<file path="config.mk">
export PLATFORM = sky130hd
export DESIGN_NAME = stream_difference_error_stats
export DESIGN_NICKNAME = d
export VERILOG_FILES = /design/src/hw/rtl/sdes_pkg.sv /design/src/hw/rtl/sdes_front.sv /design/src/hw/rtl/sdes_accum.sv /design/src/hw/rtl/stream_difference_error_stats.sv
export SDC_FILE = /design/constraint.sdc
export NUM_CORES = 2
export LEC_CHECK = 0
export BUFFER_PORTS_ARGS = -buffer_cell sky130_fd_sc_hd__buf_2
export CORE_MARGIN = 5
export CORE_UTILIZATION = 60
export DETAILED_ROUTE_END_ITERATION = 10
export PLACE_DENSITY = 0.79
export SLEW_MARGIN = 40
export SYNTH_ARGS = -nofsm -noshare
export SYNTH_HDL_FRONTEND = slang
export SYNTH_SLANG_ARGS = --single-unit
</file>
<file path="constraint.sdc">
create_clock -name clock -period 15.2 [get_ports clock]
set_input_delay 3.8 -clock clock [delete_from_list [all_inputs] [get_ports clock]]
set_output_delay 3.8 -clock clock [all_outputs]
set_load 0.05 [all_outputs]
</file>
<file path="src/hw/rtl/sdes_pkg.sv">
// types and constants for the stream difference error statistics block
// no dependencies
`default_nettype none

package sdes_pkg;

   localparam int SAMPLE_W   = 16;
   localparam int ERR_W      = SAMPLE_W + 1;
   localparam int ABS_W      = SAMPLE_W;
   localparam int SQE_W      = 2 * ABS_W;
   localparam int SQO_W      = 2 * SAMPLE_W - 1;
   localparam int SUM_ABS_W  = 40;
   localparam int SUM_SQE_W  = 56;
   localparam int SUM_SQO_W  = 55;
   localparam int IDX_W      = 24;
   localparam int CNT_W      = 25;
   localparam int TDATA_W    = 312;
   localparam int REQ_DATA_W = 2 * SAMPLE_W;

   localparam logic [CNT_W-1:0] MAX_RUN_LENGTH = CNT_W'(16777216);

   typedef logic signed [SAMPLE_W-1:0] sample_type;
   typedef logic signed [ERR_W-1:0]    err_type;

   localparam err_type    ERR_INIT_MIN  = {1'b0, {(ERR_W-1){1'b1}}};
   localparam err_type    ERR_INIT_MAX  = {1'b1, {(ERR_W-1){1'b0}}};
   localparam sample_type ORIG_INIT_MIN = {1'b0, {(SAMPLE_W-1){1'b1}}};
   localparam sample_type ORIG_INIT_MAX = {1'b1, {(SAMPLE_W-1){1'b0}}};

   // product stage contents handed from front end to accumulators
   typedef struct packed {
      logic               valid;
      logic               last;
      err_type            err;
      logic [ABS_W-1:0]   abs_err;
      sample_type         orig;
      logic [SQE_W-1:0]   sq_err;
      logic [SQO_W-1:0]   sq_orig;
   } prod_type;

   // result fields, packed lowest field last
   typedef struct packed {
      logic [TDATA_W-307-1:0] pad;
      logic [CNT_W-1:0]       sample_count;
      sample_type             largest_original;
      sample_type             min_original;
      logic [IDX_W-1:0]       largest_error_index;
      logic [IDX_W-1:0]       min_error_index;
      err_type                largest_error;
      err_type                min_error;
      logic [SUM_SQO_W-1:0]   sum_sq_original;
      logic [SUM_SQE_W-1:0]   sum_sq_error;
      logic [SUM_ABS_W-1:0]   sum_abs_error;
      err_type                error_sample;
   } rsp_data_type;

endpackage

`default_nettype wire

</file>
<file path="src/hw/rtl/sdes_front.sv">
// input register, difference, magnitudes and squares into the product register
// depends on sdes_pkg
`default_nettype none

module sdes_front
   import sdes_pkg::*;
(
   input  wire logic                  clock,
   input  wire logic                  reset,
   input  wire logic                  req_tvalid,
   output logic                       req_tready,
   input  wire logic [REQ_DATA_W-1:0] req_tdata,   // original_sample, decoded_sample
   input  wire logic                  req_tlast,   // last_of_run
   output prod_type                   prod,
   input  wire logic                  prod_ready
);

   logic       in_valid_ff, in_valid_in;
   logic       in_last_ff;
   sample_type in_orig_ff, in_dec_ff;
   prod_type   prod_ff, prod_in;

   logic       prod_adv;
   logic       in_adv;
   err_type    err, err_neg, orig_ext, orig_neg;
   logic [ABS_W-1:0] abs_err, abs_orig;
   logic [SQE_W-1:0] sq_err;
   logic [SQE_W-1:0] sq_orig_full;

   assign prod_adv   = !prod_ff.valid || prod_ready;
   assign in_adv     = !in_valid_ff || prod_adv;
   assign req_tready = in_adv;
   assign in_valid_in = in_adv ? req_tvalid : in_valid_ff;

   always_ff @(posedge clock) begin
      if (reset) begin
         in_valid_ff <= 1'b0;
      end else begin
         in_valid_ff <= in_valid_in;
      end
   end

   always_ff @(posedge clock) begin
      if (in_adv && req_tvalid) begin
         in_orig_ff <= sample_type'(req_tdata[SAMPLE_W-1:0]);
         in_dec_ff  <= sample_type'(req_tdata[REQ_DATA_W-1:SAMPLE_W]);
         in_last_ff <= req_tlast;
      end
   end

   always_comb begin
      err          = err_type'(in_orig_ff) - err_type'(in_dec_ff);
      err_neg      = -err;
      abs_err      = err[ERR_W-1] ? err_neg[ABS_W-1:0] : err[ABS_W-1:0];
      orig_ext     = err_type'(in_orig_ff);
      orig_neg     = -orig_ext;
      abs_orig     = in_orig_ff[SAMPLE_W-1] ? orig_neg[ABS_W-1:0] : orig_ext[ABS_W-1:0];
      sq_err       = SQE_W'(abs_err) * SQE_W'(abs_err);
      sq_orig_full = SQE_W'(abs_orig) * SQE_W'(abs_orig);
   end

   always_comb begin
      prod_in         = prod_ff;
      prod_in.valid   = prod_adv ? in_valid_ff : prod_ff.valid;
      if (prod_adv && in_valid_ff) begin
         prod_in.last    = in_last_ff;
         prod_in.err     = err;
         prod_in.abs_err = abs_err;
         prod_in.orig    = in_orig_ff;
         prod_in.sq_err  = sq_err;
         prod_in.sq_orig = sq_orig_full[SQO_W-1:0];
      end
   end

   always_ff @(posedge clock) begin
      if (reset) begin
         prod_ff <= '0;
      end else begin
         prod_ff <= prod_in;
      end
   end

   assign prod = prod_ff;

endmodule

`default_nettype wire

</file>
<file path="src/hw/rtl/sdes_accum.sv">
// run accumulators, extreme trackers and the result register
// depends on sdes_pkg
`default_nettype none

module sdes_accum
   import sdes_pkg::*;
(
   input  wire logic               clock,
   input  wire logic               reset,
   input  wire prod_type           prod,
   output logic                    prod_ready,
   output logic                    rsp_tvalid,
   input  wire logic               rsp_tready,
   output logic [TDATA_W-1:0]      rsp_tdata,   // error_sample, sum_abs_error, sum_sq_error,
                                                // sum_sq_original, min_error, largest_error,
                                                // min_error_index, largest_error_index,
                                                // min_original, largest_original,
                                                // sample_count
   output logic                    rsp_tuser    // totals_valid
);

   logic [SUM_ABS_W-1:0] acc_abs_ff, acc_abs_in;
   logic [SUM_SQE_W-1:0] acc_sqe_ff, acc_sqe_in;
   logic [SUM_SQO_W-1:0] acc_sqo_ff, acc_sqo_in;
   err_type              min_err_ff, min_err_in, max_err_ff, max_err_in;
   logic [IDX_W-1:0]     min_pos_ff, min_pos_in, max_pos_ff, max_pos_in;
   sample_type           min_orig_ff, min_orig_in, max_orig_ff, max_orig_in;
   logic [CNT_W-1:0]     pos_ff, pos_in;

   logic                 rsp_valid_ff, rsp_valid_in;
   logic                 rsp_user_ff, rsp_user_in;
   rsp_data_type         rsp_data_ff, rsp_data_in;

   logic                 fire;
   logic [SUM_ABS_W:0]   sum_abs;
   logic [SUM_SQE_W:0]   sum_sqe;
   logic [SUM_SQO_W:0]   sum_sqo;
   logic [SUM_ABS_W-1:0] upd_abs;
   logic [SUM_SQE_W-1:0] upd_sqe;
   logic [SUM_SQO_W-1:0] upd_sqo;
   err_type              upd_min_err, upd_max_err;
   logic [IDX_W-1:0]     upd_min_pos, upd_max_pos, idx;
   sample_type           upd_min_orig, upd_max_orig;
   logic [CNT_W-1:0]     upd_pos;
   logic                 below_max;

   assign prod_ready = !rsp_valid_ff || rsp_tready;
   assign fire       = prod.valid && prod_ready;

   always_comb begin
      below_max = pos_ff < MAX_RUN_LENGTH;
      idx       = below_max ? pos_ff[IDX_W-1:0] : IDX_W'(MAX_RUN_LENGTH - CNT_W'(1));
      upd_pos   = below_max ? pos_ff + CNT_W'(1) : pos_ff;

      sum_abs = {1'b0, acc_abs_ff} + (SUM_ABS_W+1)'(prod.abs_err);
      sum_sqe = {1'b0, acc_sqe_ff} + (SUM_SQE_W+1)'(prod.sq_err);
      sum_sqo = {1'b0, acc_sqo_ff} + (SUM_SQO_W+1)'(prod.sq_orig);
      upd_abs = sum_abs[SUM_ABS_W] ? {SUM_ABS_W{1'b1}} : sum_abs[SUM_ABS_W-1:0];
      upd_sqe = sum_sqe[SUM_SQE_W] ? {SUM_SQE_W{1'b1}} : sum_sqe[SUM_SQE_W-1:0];
      upd_sqo = sum_sqo[SUM_SQO_W] ? {SUM_SQO_W{1'b1}} : sum_sqo[SUM_SQO_W-1:0];

      upd_min_err = min_err_ff;
      upd_min_pos = min_pos_ff;
      if (prod.err < min_err_ff) begin
         upd_min_err = prod.err;
         upd_min_pos = idx;
      end
      upd_max_err = max_err_ff;
      upd_max_pos = max_pos_ff;
      if (prod.err > max_err_ff) begin
         upd_max_err = prod.err;
         upd_max_pos = idx;
      end
      upd_min_orig = (prod.orig < min_orig_ff) ? prod.orig : min_orig_ff;
      upd_max_orig = (prod.orig > max_orig_ff) ? prod.orig : max_orig_ff;
   end

   always_comb begin
      acc_abs_in  = acc_abs_ff;
      acc_sqe_in  = acc_sqe_ff;
      acc_sqo_in  = acc_sqo_ff;
      min_err_in  = min_err_ff;
      max_err_in  = max_err_ff;
      min_pos_in  = min_pos_ff;
      max_pos_in  = max_pos_ff;
      min_orig_in = min_orig_ff;
      max_orig_in = max_orig_ff;
      pos_in      = pos_ff;
      if (fire) begin
         if (prod.last) begin
            acc_abs_in  = '0;
            acc_sqe_in  = '0;
            acc_sqo_in  = '0;
            min_err_in  = ERR_INIT_MIN;
            max_err_in  = ERR_INIT_MAX;
            min_pos_in  = '0;
            max_pos_in  = '0;
            min_orig_in = ORIG_INIT_MIN;
            max_orig_in = ORIG_INIT_MAX;
            pos_in      = '0;
         end else begin
            acc_abs_in  = upd_abs;
            acc_sqe_in  = upd_sqe;
            acc_sqo_in  = upd_sqo;
            min_err_in  = upd_min_err;
            max_err_in  = upd_max_err;
            min_pos_in  = upd_min_pos;
            max_pos_in  = upd_max_pos;
            min_orig_in = upd_min_orig;
            max_orig_in = upd_max_orig;
            pos_in      = upd_pos;
         end
      end
   end

   always_ff @(posedge clock) begin
      if (reset) begin
         acc_abs_ff  <= '0;
         acc_sqe_ff  <= '0;
         acc_sqo_ff  <= '0;
         min_err_ff  <= ERR_INIT_MIN;
         max_err_ff  <= ERR_INIT_MAX;
         min_pos_ff  <= '0;
         max_pos_ff  <= '0;
         min_orig_ff <= ORIG_INIT_MIN;
         max_orig_ff <= ORIG_INIT_MAX;
         pos_ff      <= '0;
      end else begin
         acc_abs_ff  <= acc_abs_in;
         acc_sqe_ff  <= acc_sqe_in;
         acc_sqo_ff  <= acc_sqo_in;
         min_err_ff  <= min_err_in;
         max_err_ff  <= max_err_in;
         min_pos_ff  <= min_pos_in;
         max_pos_ff  <= max_pos_in;
         min_orig_ff <= min_orig_in;
         max_orig_ff <= max_orig_in;
         pos_ff      <= pos_in;
      end
   end

   // result register
   always_comb begin
      rsp_valid_in = prod_ready ? prod.valid : rsp_valid_ff;
      rsp_user_in  = rsp_user_ff;
      rsp_data_in  = rsp_data_ff;
      if (fire) begin
         rsp_user_in              = prod.last;
         rsp_data_in              = '0;
         rsp_data_in.error_sample = prod.err;
         if (prod.last) begin
            rsp_data_in.sum_abs_error       = upd_abs;
            rsp_data_in.sum_sq_error        = upd_sqe;
            rsp_data_in.sum_sq_original     = upd_sqo;
            rsp_data_in.min_error           = upd_min_err;
            rsp_data_in.largest_error       = upd_max_err;
            rsp_data_in.min_error_index     = upd_min_pos;
            rsp_data_in.largest_error_index = upd_max_pos;
            rsp_data_in.min_original        = upd_min_orig;
            rsp_data_in.largest_original    = upd_max_orig;
            rsp_data_in.sample_count        = upd_pos;
         end
      end
   end

   always_ff @(posedge clock) begin
      if (reset) begin
         rsp_valid_ff <= 1'b0;
      end else begin
         rsp_valid_ff <= rsp_valid_in;
      end
   end

   always_ff @(posedge clock) begin
      rsp_user_ff <= rsp_user_in;
      rsp_data_ff <= rsp_data_in;
   end

   assign rsp_tvalid = rsp_valid_ff;
   assign rsp_tuser  = rsp_user_ff;
   assign rsp_tdata  = rsp_data_ff;

endmodule

`default_nettype wire

</file>
<file path="src/hw/rtl/stream_difference_error_stats.sv">
// a result passes the input, product and result registers on its way to rsp
// throughput: one transfer per cycle on each side while rsp_tready does not stall, set by the accumulator loop
// a stalled rsp side holds up to three items inside before req_tready drops
// reset: synchronous, clears all valid flags and returns every run total to its start value
// top level, depends on sdes_pkg, sdes_front and sdes_accum
`default_nettype none

module stream_difference_error_stats
   import sdes_pkg::*;
(
   input  wire logic                  clock,
   input  wire logic                  reset,
   input  wire logic                  req_tvalid,
   output logic                       req_tready,
   input  wire logic [REQ_DATA_W-1:0] req_tdata,   // original_sample, decoded_sample
   input  wire logic                  req_tlast,   // last_of_run
   output logic                       rsp_tvalid,
   input  wire logic                  rsp_tready,
   output logic [TDATA_W-1:0]         rsp_tdata,   // error_sample, sum_abs_error, sum_sq_error,
                                                   // sum_sq_original, min_error, largest_error,
                                                   // min_error_index, largest_error_index,
                                                   // min_original, largest_original,
                                                   // sample_count
   output logic                       rsp_tuser    // totals_valid
);

   prod_type prod;
   logic     prod_ready;

   sdes_front u_front (
      .clock      (clock),
      .reset      (reset),
      .req_tvalid (req_tvalid),
      .req_tready (req_tready),
      .req_tdata  (req_tdata),
      .req_tlast  (req_tlast),
      .prod       (prod),
      .prod_ready (prod_ready)
   );

   sdes_accum u_accum (
      .clock      (clock),
      .reset      (reset),
      .prod       (prod),
      .prod_ready (prod_ready),
      .rsp_tvalid (rsp_tvalid),
      .rsp_tready (rsp_tready),
      .rsp_tdata  (rsp_tdata),
      .rsp_tuser  (rsp_tuser)
   );

endmodule

`default_nettype wire

</file>
Word level (Yosys, flattened, before mapping) --
Index checks and enable logic that the tools add are counted.
Operators by class: $add $sub $neg 7, multipliers 2, div/mod/pow operators 0, magnitude comparators 5, equal/unequal tests 0, shifts and indexed selects 0, muxes and demuxes 23, bitwise gates (word level) 0, reduce and logical (&&, ||, !) cells 9
Operators by type and width (number):
- 24-bit 2-to-1 mux | 5
- 56-bit 2-to-1 mux | 2
- 55-bit 2-to-1 mux | 2
- 16-bit 2-to-1 mux | 6
- 40-bit 2-to-1 mux | 2
- 17-bit 2-to-1 mux | 4
- 56-bit by 32-bit adder with 57-bit output | 1
- 55-bit by 31-bit adder with 56-bit output | 1
- 25-bit 2-to-1 mux | 2
- 40-bit by 16-bit adder with 41-bit output | 1
- 16-bit by 16-bit multiplier with 32-bit output | 1
- 16-bit negation | 2
- 16-bit by 16-bit multiplier with 31-bit output | 1
- 25-bit by 1-bit adder with 25-bit output, second input constant | 1
- 25-bit less-than comparator, second input constant | 1
- 17-bit greater-than comparator | 1
- 17-bit less-than comparator | 1
- 16-bit by 16-bit subtractor with 17-bit output | 1
- 16-bit greater-than comparator | 1
- 16-bit less-than comparator | 1
- 1-bit logical AND | 3
- 1-bit zero test | 3
- 1-bit logical OR | 3
Storage, ports and cells: bits in registers 747, latch bits 0, bits in writable memories 0, bits in read-only memories 0, bits of input ports 37, logic and storage cells 80, memories kept 0

Depth between registers and ports, before layout --
word-level depth 5, depth in mapped cells 40

Cells and area by module --
A second synthesis with hierarchy kept.
Second synthesis, totals: cells, all modules 5449, area, all modules 50549.7 um^2
Modules (own cells, without submodules):
- sdes_accum | times used 1, cells an instance 3177, area an instance 30411.7 um^2
- sdes_front | times used 1, cells an instance 2272, area an instance 20138.1 um^2

Worst setup path before layout --
Ideal clock, no wire load.
kind input to register, from in rsp_tready, to reg u_accum.min_orig_ff[10], setup time 0.581 ns, data arrival time 13.450 ns, required time 14.619 ns, setup slack 1.169 ns, stages 7, path through nor2b_1 -> nand2b_1 -> clkbuf_1 -> inv_2 -> clkbuf_1 -> clkbuf_1 -> a311oi_1
On the way: word-level cells in the longest chain between the ends 2
Ends and longest elaborated chain:
- start, declared | RTL line stream_difference_error_stats.sv:18 | input wire logic rsp_tready,
- 1-bit logical OR | RTL line sdes_accum.sv:47 | assign prod_ready = !rsp_valid_ff || rsp_tready;
- 1-bit logical AND | RTL line sdes_accum.sv:48 | assign fire = prod.valid && prod_ready;
- net u_accum.fire | RTL line sdes_accum.sv:34 | logic fire;
- end signal, assigned | RTL line sdes_accum.sv:136 | min_orig_ff <= min_orig_in;
- end, declared | RTL line sdes_accum.sv:27 | sample_type min_orig_ff, min_orig_in, max_orig_ff, max_orig_in;
The timed path passes the listed nets, and every way through them passes these cells. A chain may end at the register's enable or synchronous reset.

Worst setup path after layout --
from reg u_front.in_orig_ff[0], to reg u_front.prod_ff (netlist bit u_front.prod[61])
On the way: word-level cells in the longest chain between the ends 4
Ends and longest elaborated chain:
- start, declared | RTL line sdes_front.sv:20 | sample_type in_orig_ff, in_dec_ff;
- start signal, assigned | RTL line sdes_front.sv:45 | in_orig_ff <= sample_type'(req_tdata[SAMPLE_W-1:0]);
- 16-bit by 16-bit subtractor with 17-bit output (*) | RTL line sdes_front.sv:52 | err = err_type'(in_orig_ff) - err_type'(in_dec_ff);
- 16-bit negation | RTL line sdes_front.sv:53 | err_neg = -err;
- 16-bit 2-to-1 mux (*) | RTL line sdes_front.sv:54 | abs_err = err[ERR_W-1] ? err_neg[ABS_W-1:0] : err[ABS_W-1:0];
- 16-bit by 16-bit multiplier with 32-bit output (*) | RTL line sdes_front.sv:58 | sq_err = SQE_W'(abs_err) * SQE_W'(abs_err);
- end signal, assigned | RTL line sdes_front.sv:79 | prod_ff <= prod_in;
- end, declared | RTL line sdes_front.sv:21 | prod_type prod_ff, prod_in;
Mark *: on every way between the ends. The rest lies on a longest branch, timed or not.

==> key figures <==
Clocking
  – Clock Latency Late Sink: 0.65 ns
  – CTS Buf Count: 79
  – CTS sink cnt: 742
  – H-tree levels: 3
  – Clk pin slew, worst setup/hold paths: 0.06 ns
  – Clock root cell: clkbuf_16
  – PostCTS Resize Cnt: 0
  – CTS tree: built
  – # Post-CTS Setup Buffers: 0
  – Hold buffer count at CTS: 0
  – Longest Clk Path Bufs: 3

Timing
  – Skew final: 0.0386 ns
  – Relative slew margins: 0.411
  – RSZ-0062 raised after global routing: false
  – Maximum clock rate: 90.5 MHz
  – WHS: 0.453 ns
  – Worst slew pin tran: 0.877 ns
  – Setup tns final: 0 ns
  – Final worst path period need: 11.04 ns
  – Final setup vio count: 0
  – Final Cycle Share: 0.727
  – Final Hold Vio Count: 0
  – Max-slew violations: 0

Worst setup path
  – Worst path slowest cell: xor2_1
  – Crit-path max cell delay: 0.73 ns
  – WP data required: 15.71 ns
  – CP Capture Type: flip-flop
  – Setup CP Type: reg -> reg
  – Worst Path Max Fanout: 12
  – Critical path launch point type: flip-flop
  – Crit path DAT: 11.56 ns
  – R2r setup slk: 4.16 ns
  – Top cell by count, worst path: fa_1
  – Worst Path Buf+Inv: 5
  – Top delay family on crit path: adder cells

Die
  – Core outline area: 82400 sq um
  – Die width: 299 um
  – Row cnt: 105
  – Initial core utilization: 0.607
  – Die Ht: 299 um
  – Die Area: 89200 sq um
  – IO Count: 352

Synthesis
  – Share of the synthesized area in the top cell type: 0.205
  – Fraction of registers with async set/reset: 0
  – Synth unique cells: 101
  – Synth area leader: edfxtp_1
  – Most frequent cell after synthesis: nor2_1
  – Sequential-to-total area share from yosys stat: 0.365
  – Post-Syn Area: 50000 sq um
  – Top cells by area, synth: edfxtp_1 20%, dfxtp_1 16%, fa_1 13%
  – Post-synth top cells: 693 x nor2_1, 584 x inv_1, 514 x nand2_1
  – Avg Inst Size Synth: 9.19 sq um
  – YS warnings: 0
  – Synthesized flop and latch total: 742
  – Post-Synthesis Cells: 5443
  – EDFF count, synth: 341
  – Post-synth top flop: dfxtp_1

Layout
  – Fillers: 6499
  – Sequential Area: 18300 sq um
  – Area Growth Syn to Fin: 11.1%
  – Multi-input logic area: 28700 sq um
  – Diodes inserted: 0
  – Post-layout util: 0.675
  – # nets final: 6387
  – Layout cells sized above 1: 0.109
  – Fin cells: 6804

Global route
  – First-pass GRT wire length: 219000 um
  – Remaining Overflow, GRT: 0
  – Gr usage total: 0.305
  – Initial antenna violation count: 1
  – Largest net degree at the start of global routing: 180
  – Vias in the first global route: 39900

Min path
  – Type of the worst min-delay path: reg -> reg

Routing
  – ANT nets after route: 0
  – Final wirelength: 138000 um
  – Drt first-iter violations: 3298
  – DR vias/cell: 5.94
  – Drt pass-1 iters: 5
  – Detailed-route wire length per cell: 20.3 um
  – DR DRC count: 0
  – Vias: 40400

Placed design
  – Placed wire-length estimate: 101000 um
  – Routability cong.: 0.975
  – Port Buffers: 346
  – Placed cell count: 6656

Outcome
  – Outcome: finished, final reports clean

Flow run
  – Max-Cap Viols: 0
==> kinds of logic after synthesis <==
family / count (synthesis) / synth area share
muxes: 65 / 0.0130
AOI/OAI and AO/OA: 1166 / 0.146
xor gates and xnor gates: 226 / 0.0399
adders and majority gates: 682 / 0.220
and+or+nand+nor: 1691 / 0.148
buffers and inverters: 869 / 0.0671
other: 2 / 0.000150
DFF: 742 / 0.365
==> sequential cells by signal, summed over array words and instances, names as in the netlist <==
| signal | flops |
|---|---|
| u_accum.rsp_tdata | 307 |
| u_front.prod | 109 |
| u_accum.acc_sqe_ff | 56 |
| u_accum.acc_sqo_ff | 55 |
| u_accum.acc_abs_ff | 40 |
| u_accum.pos_ff | 25 |
| u_accum.max_pos_ff | 24 |
| u_accum.min_pos_ff | 24 |
| u_accum.max_err_ff | 17 |
| u_accum.min_err_ff | 17 |
| u_accum.max_orig_ff | 16 |
| u_accum.min_orig_ff | 16 |
| u_front.in_dec_ff | 16 |
| u_front.in_orig_ff | 16 |
| u_accum.rsp_tuser | 1 |
| u_accum.rsp_tvalid | 1 |
| u_front.in_last_ff | 1 |
| u_front.in_valid_ff | 1 |
==> worst reg2reg max path, delay by kind of cell (launching register included) <==
family | cells | cell delay, ns
adders and majority gates | 9 | 4.12
xor gates and xnor gates | 2 | 0.89
and+or+nand+nor | 7 | 1.83
DFF | 1 | 0.58
AOI/OAI and AO/OA | 10 | 2.62
buffers and inverters | 5 | 0.88
==> final timing paths <==
check / start / endpoint / cells past startpoint
hold reg to reg: u_accum.min_pos_ff[14]$_SDFFE_PP0P_ / u_accum.min_pos_ff[14]$_SDFFE_PP0P_ / 2
hold / removal: u_accum.min_pos_ff[14]$_SDFFE_PP0P_ / u_accum.min_pos_ff[14]$_SDFFE_PP0P_ / 2
setup / recovery: u_front.in_orig_ff[0]$_DFFE_PP_ / u_front.prod[61]$_SDFFE_PP0P_ / 33
setup reg to reg: u_front.in_orig_ff[0]$_DFFE_PP_ / u_front.prod[61]$_SDFFE_PP0P_ / 33
==> area by class of cell <==
type / count / area share
Inverter: 595 / 0.0405
Clock buffer: 106 / 0.0402
Clock inverter: 41 / 0.0103
Tap cell: 1070 / 0.0241
Multi-Input combinational cell: 3847 / 0.516
Sequential cell: 742 / 0.329
Timing Repair Buffer: 403 / 0.0405
==> per-layer routing <==
metal / up-vias / wire (um) / track usage
li1: 18900 / - / -
met1: 19500 / 56000 / 0.411
met2: 1715 / 63500 / 0.494
met3: 282 / 12700 / 0.0610
met4: 2 / 5600 / 0.112
met5: - / 13 / 0
==> cells in the final DEF (no fill, tap or decap), types with 81 or more instances in the layout <==
master,instances
nor3_1,117
o21ai_0,223
a211oi_1,101
clkbuf_16,82
dfxtp_1,399
fa_1,331
buf_2,345
edfxtp_1,341
xnor2_1,137
a21o_1,108
nand3_1,86
a21oi_1,434
nand2_1,510
inv_1,584
nor2_1,689
xor2_1,81
ha_1,351
==> stage by stage <==
stage | instance area (sq um) | worst slack, ns
floorplan | 50100 | 1.17
global placement | 52600 | 4.69
detailed placement | 52700 | 4.39
CTS | 55500 | 4.30
global route | 55600 | 3.64
finish | 55600 | 4.16
Power is left out: the tool's default activity adds up to more than one toggle a clock period on the data nets, which glitch-free logic cannot reach.
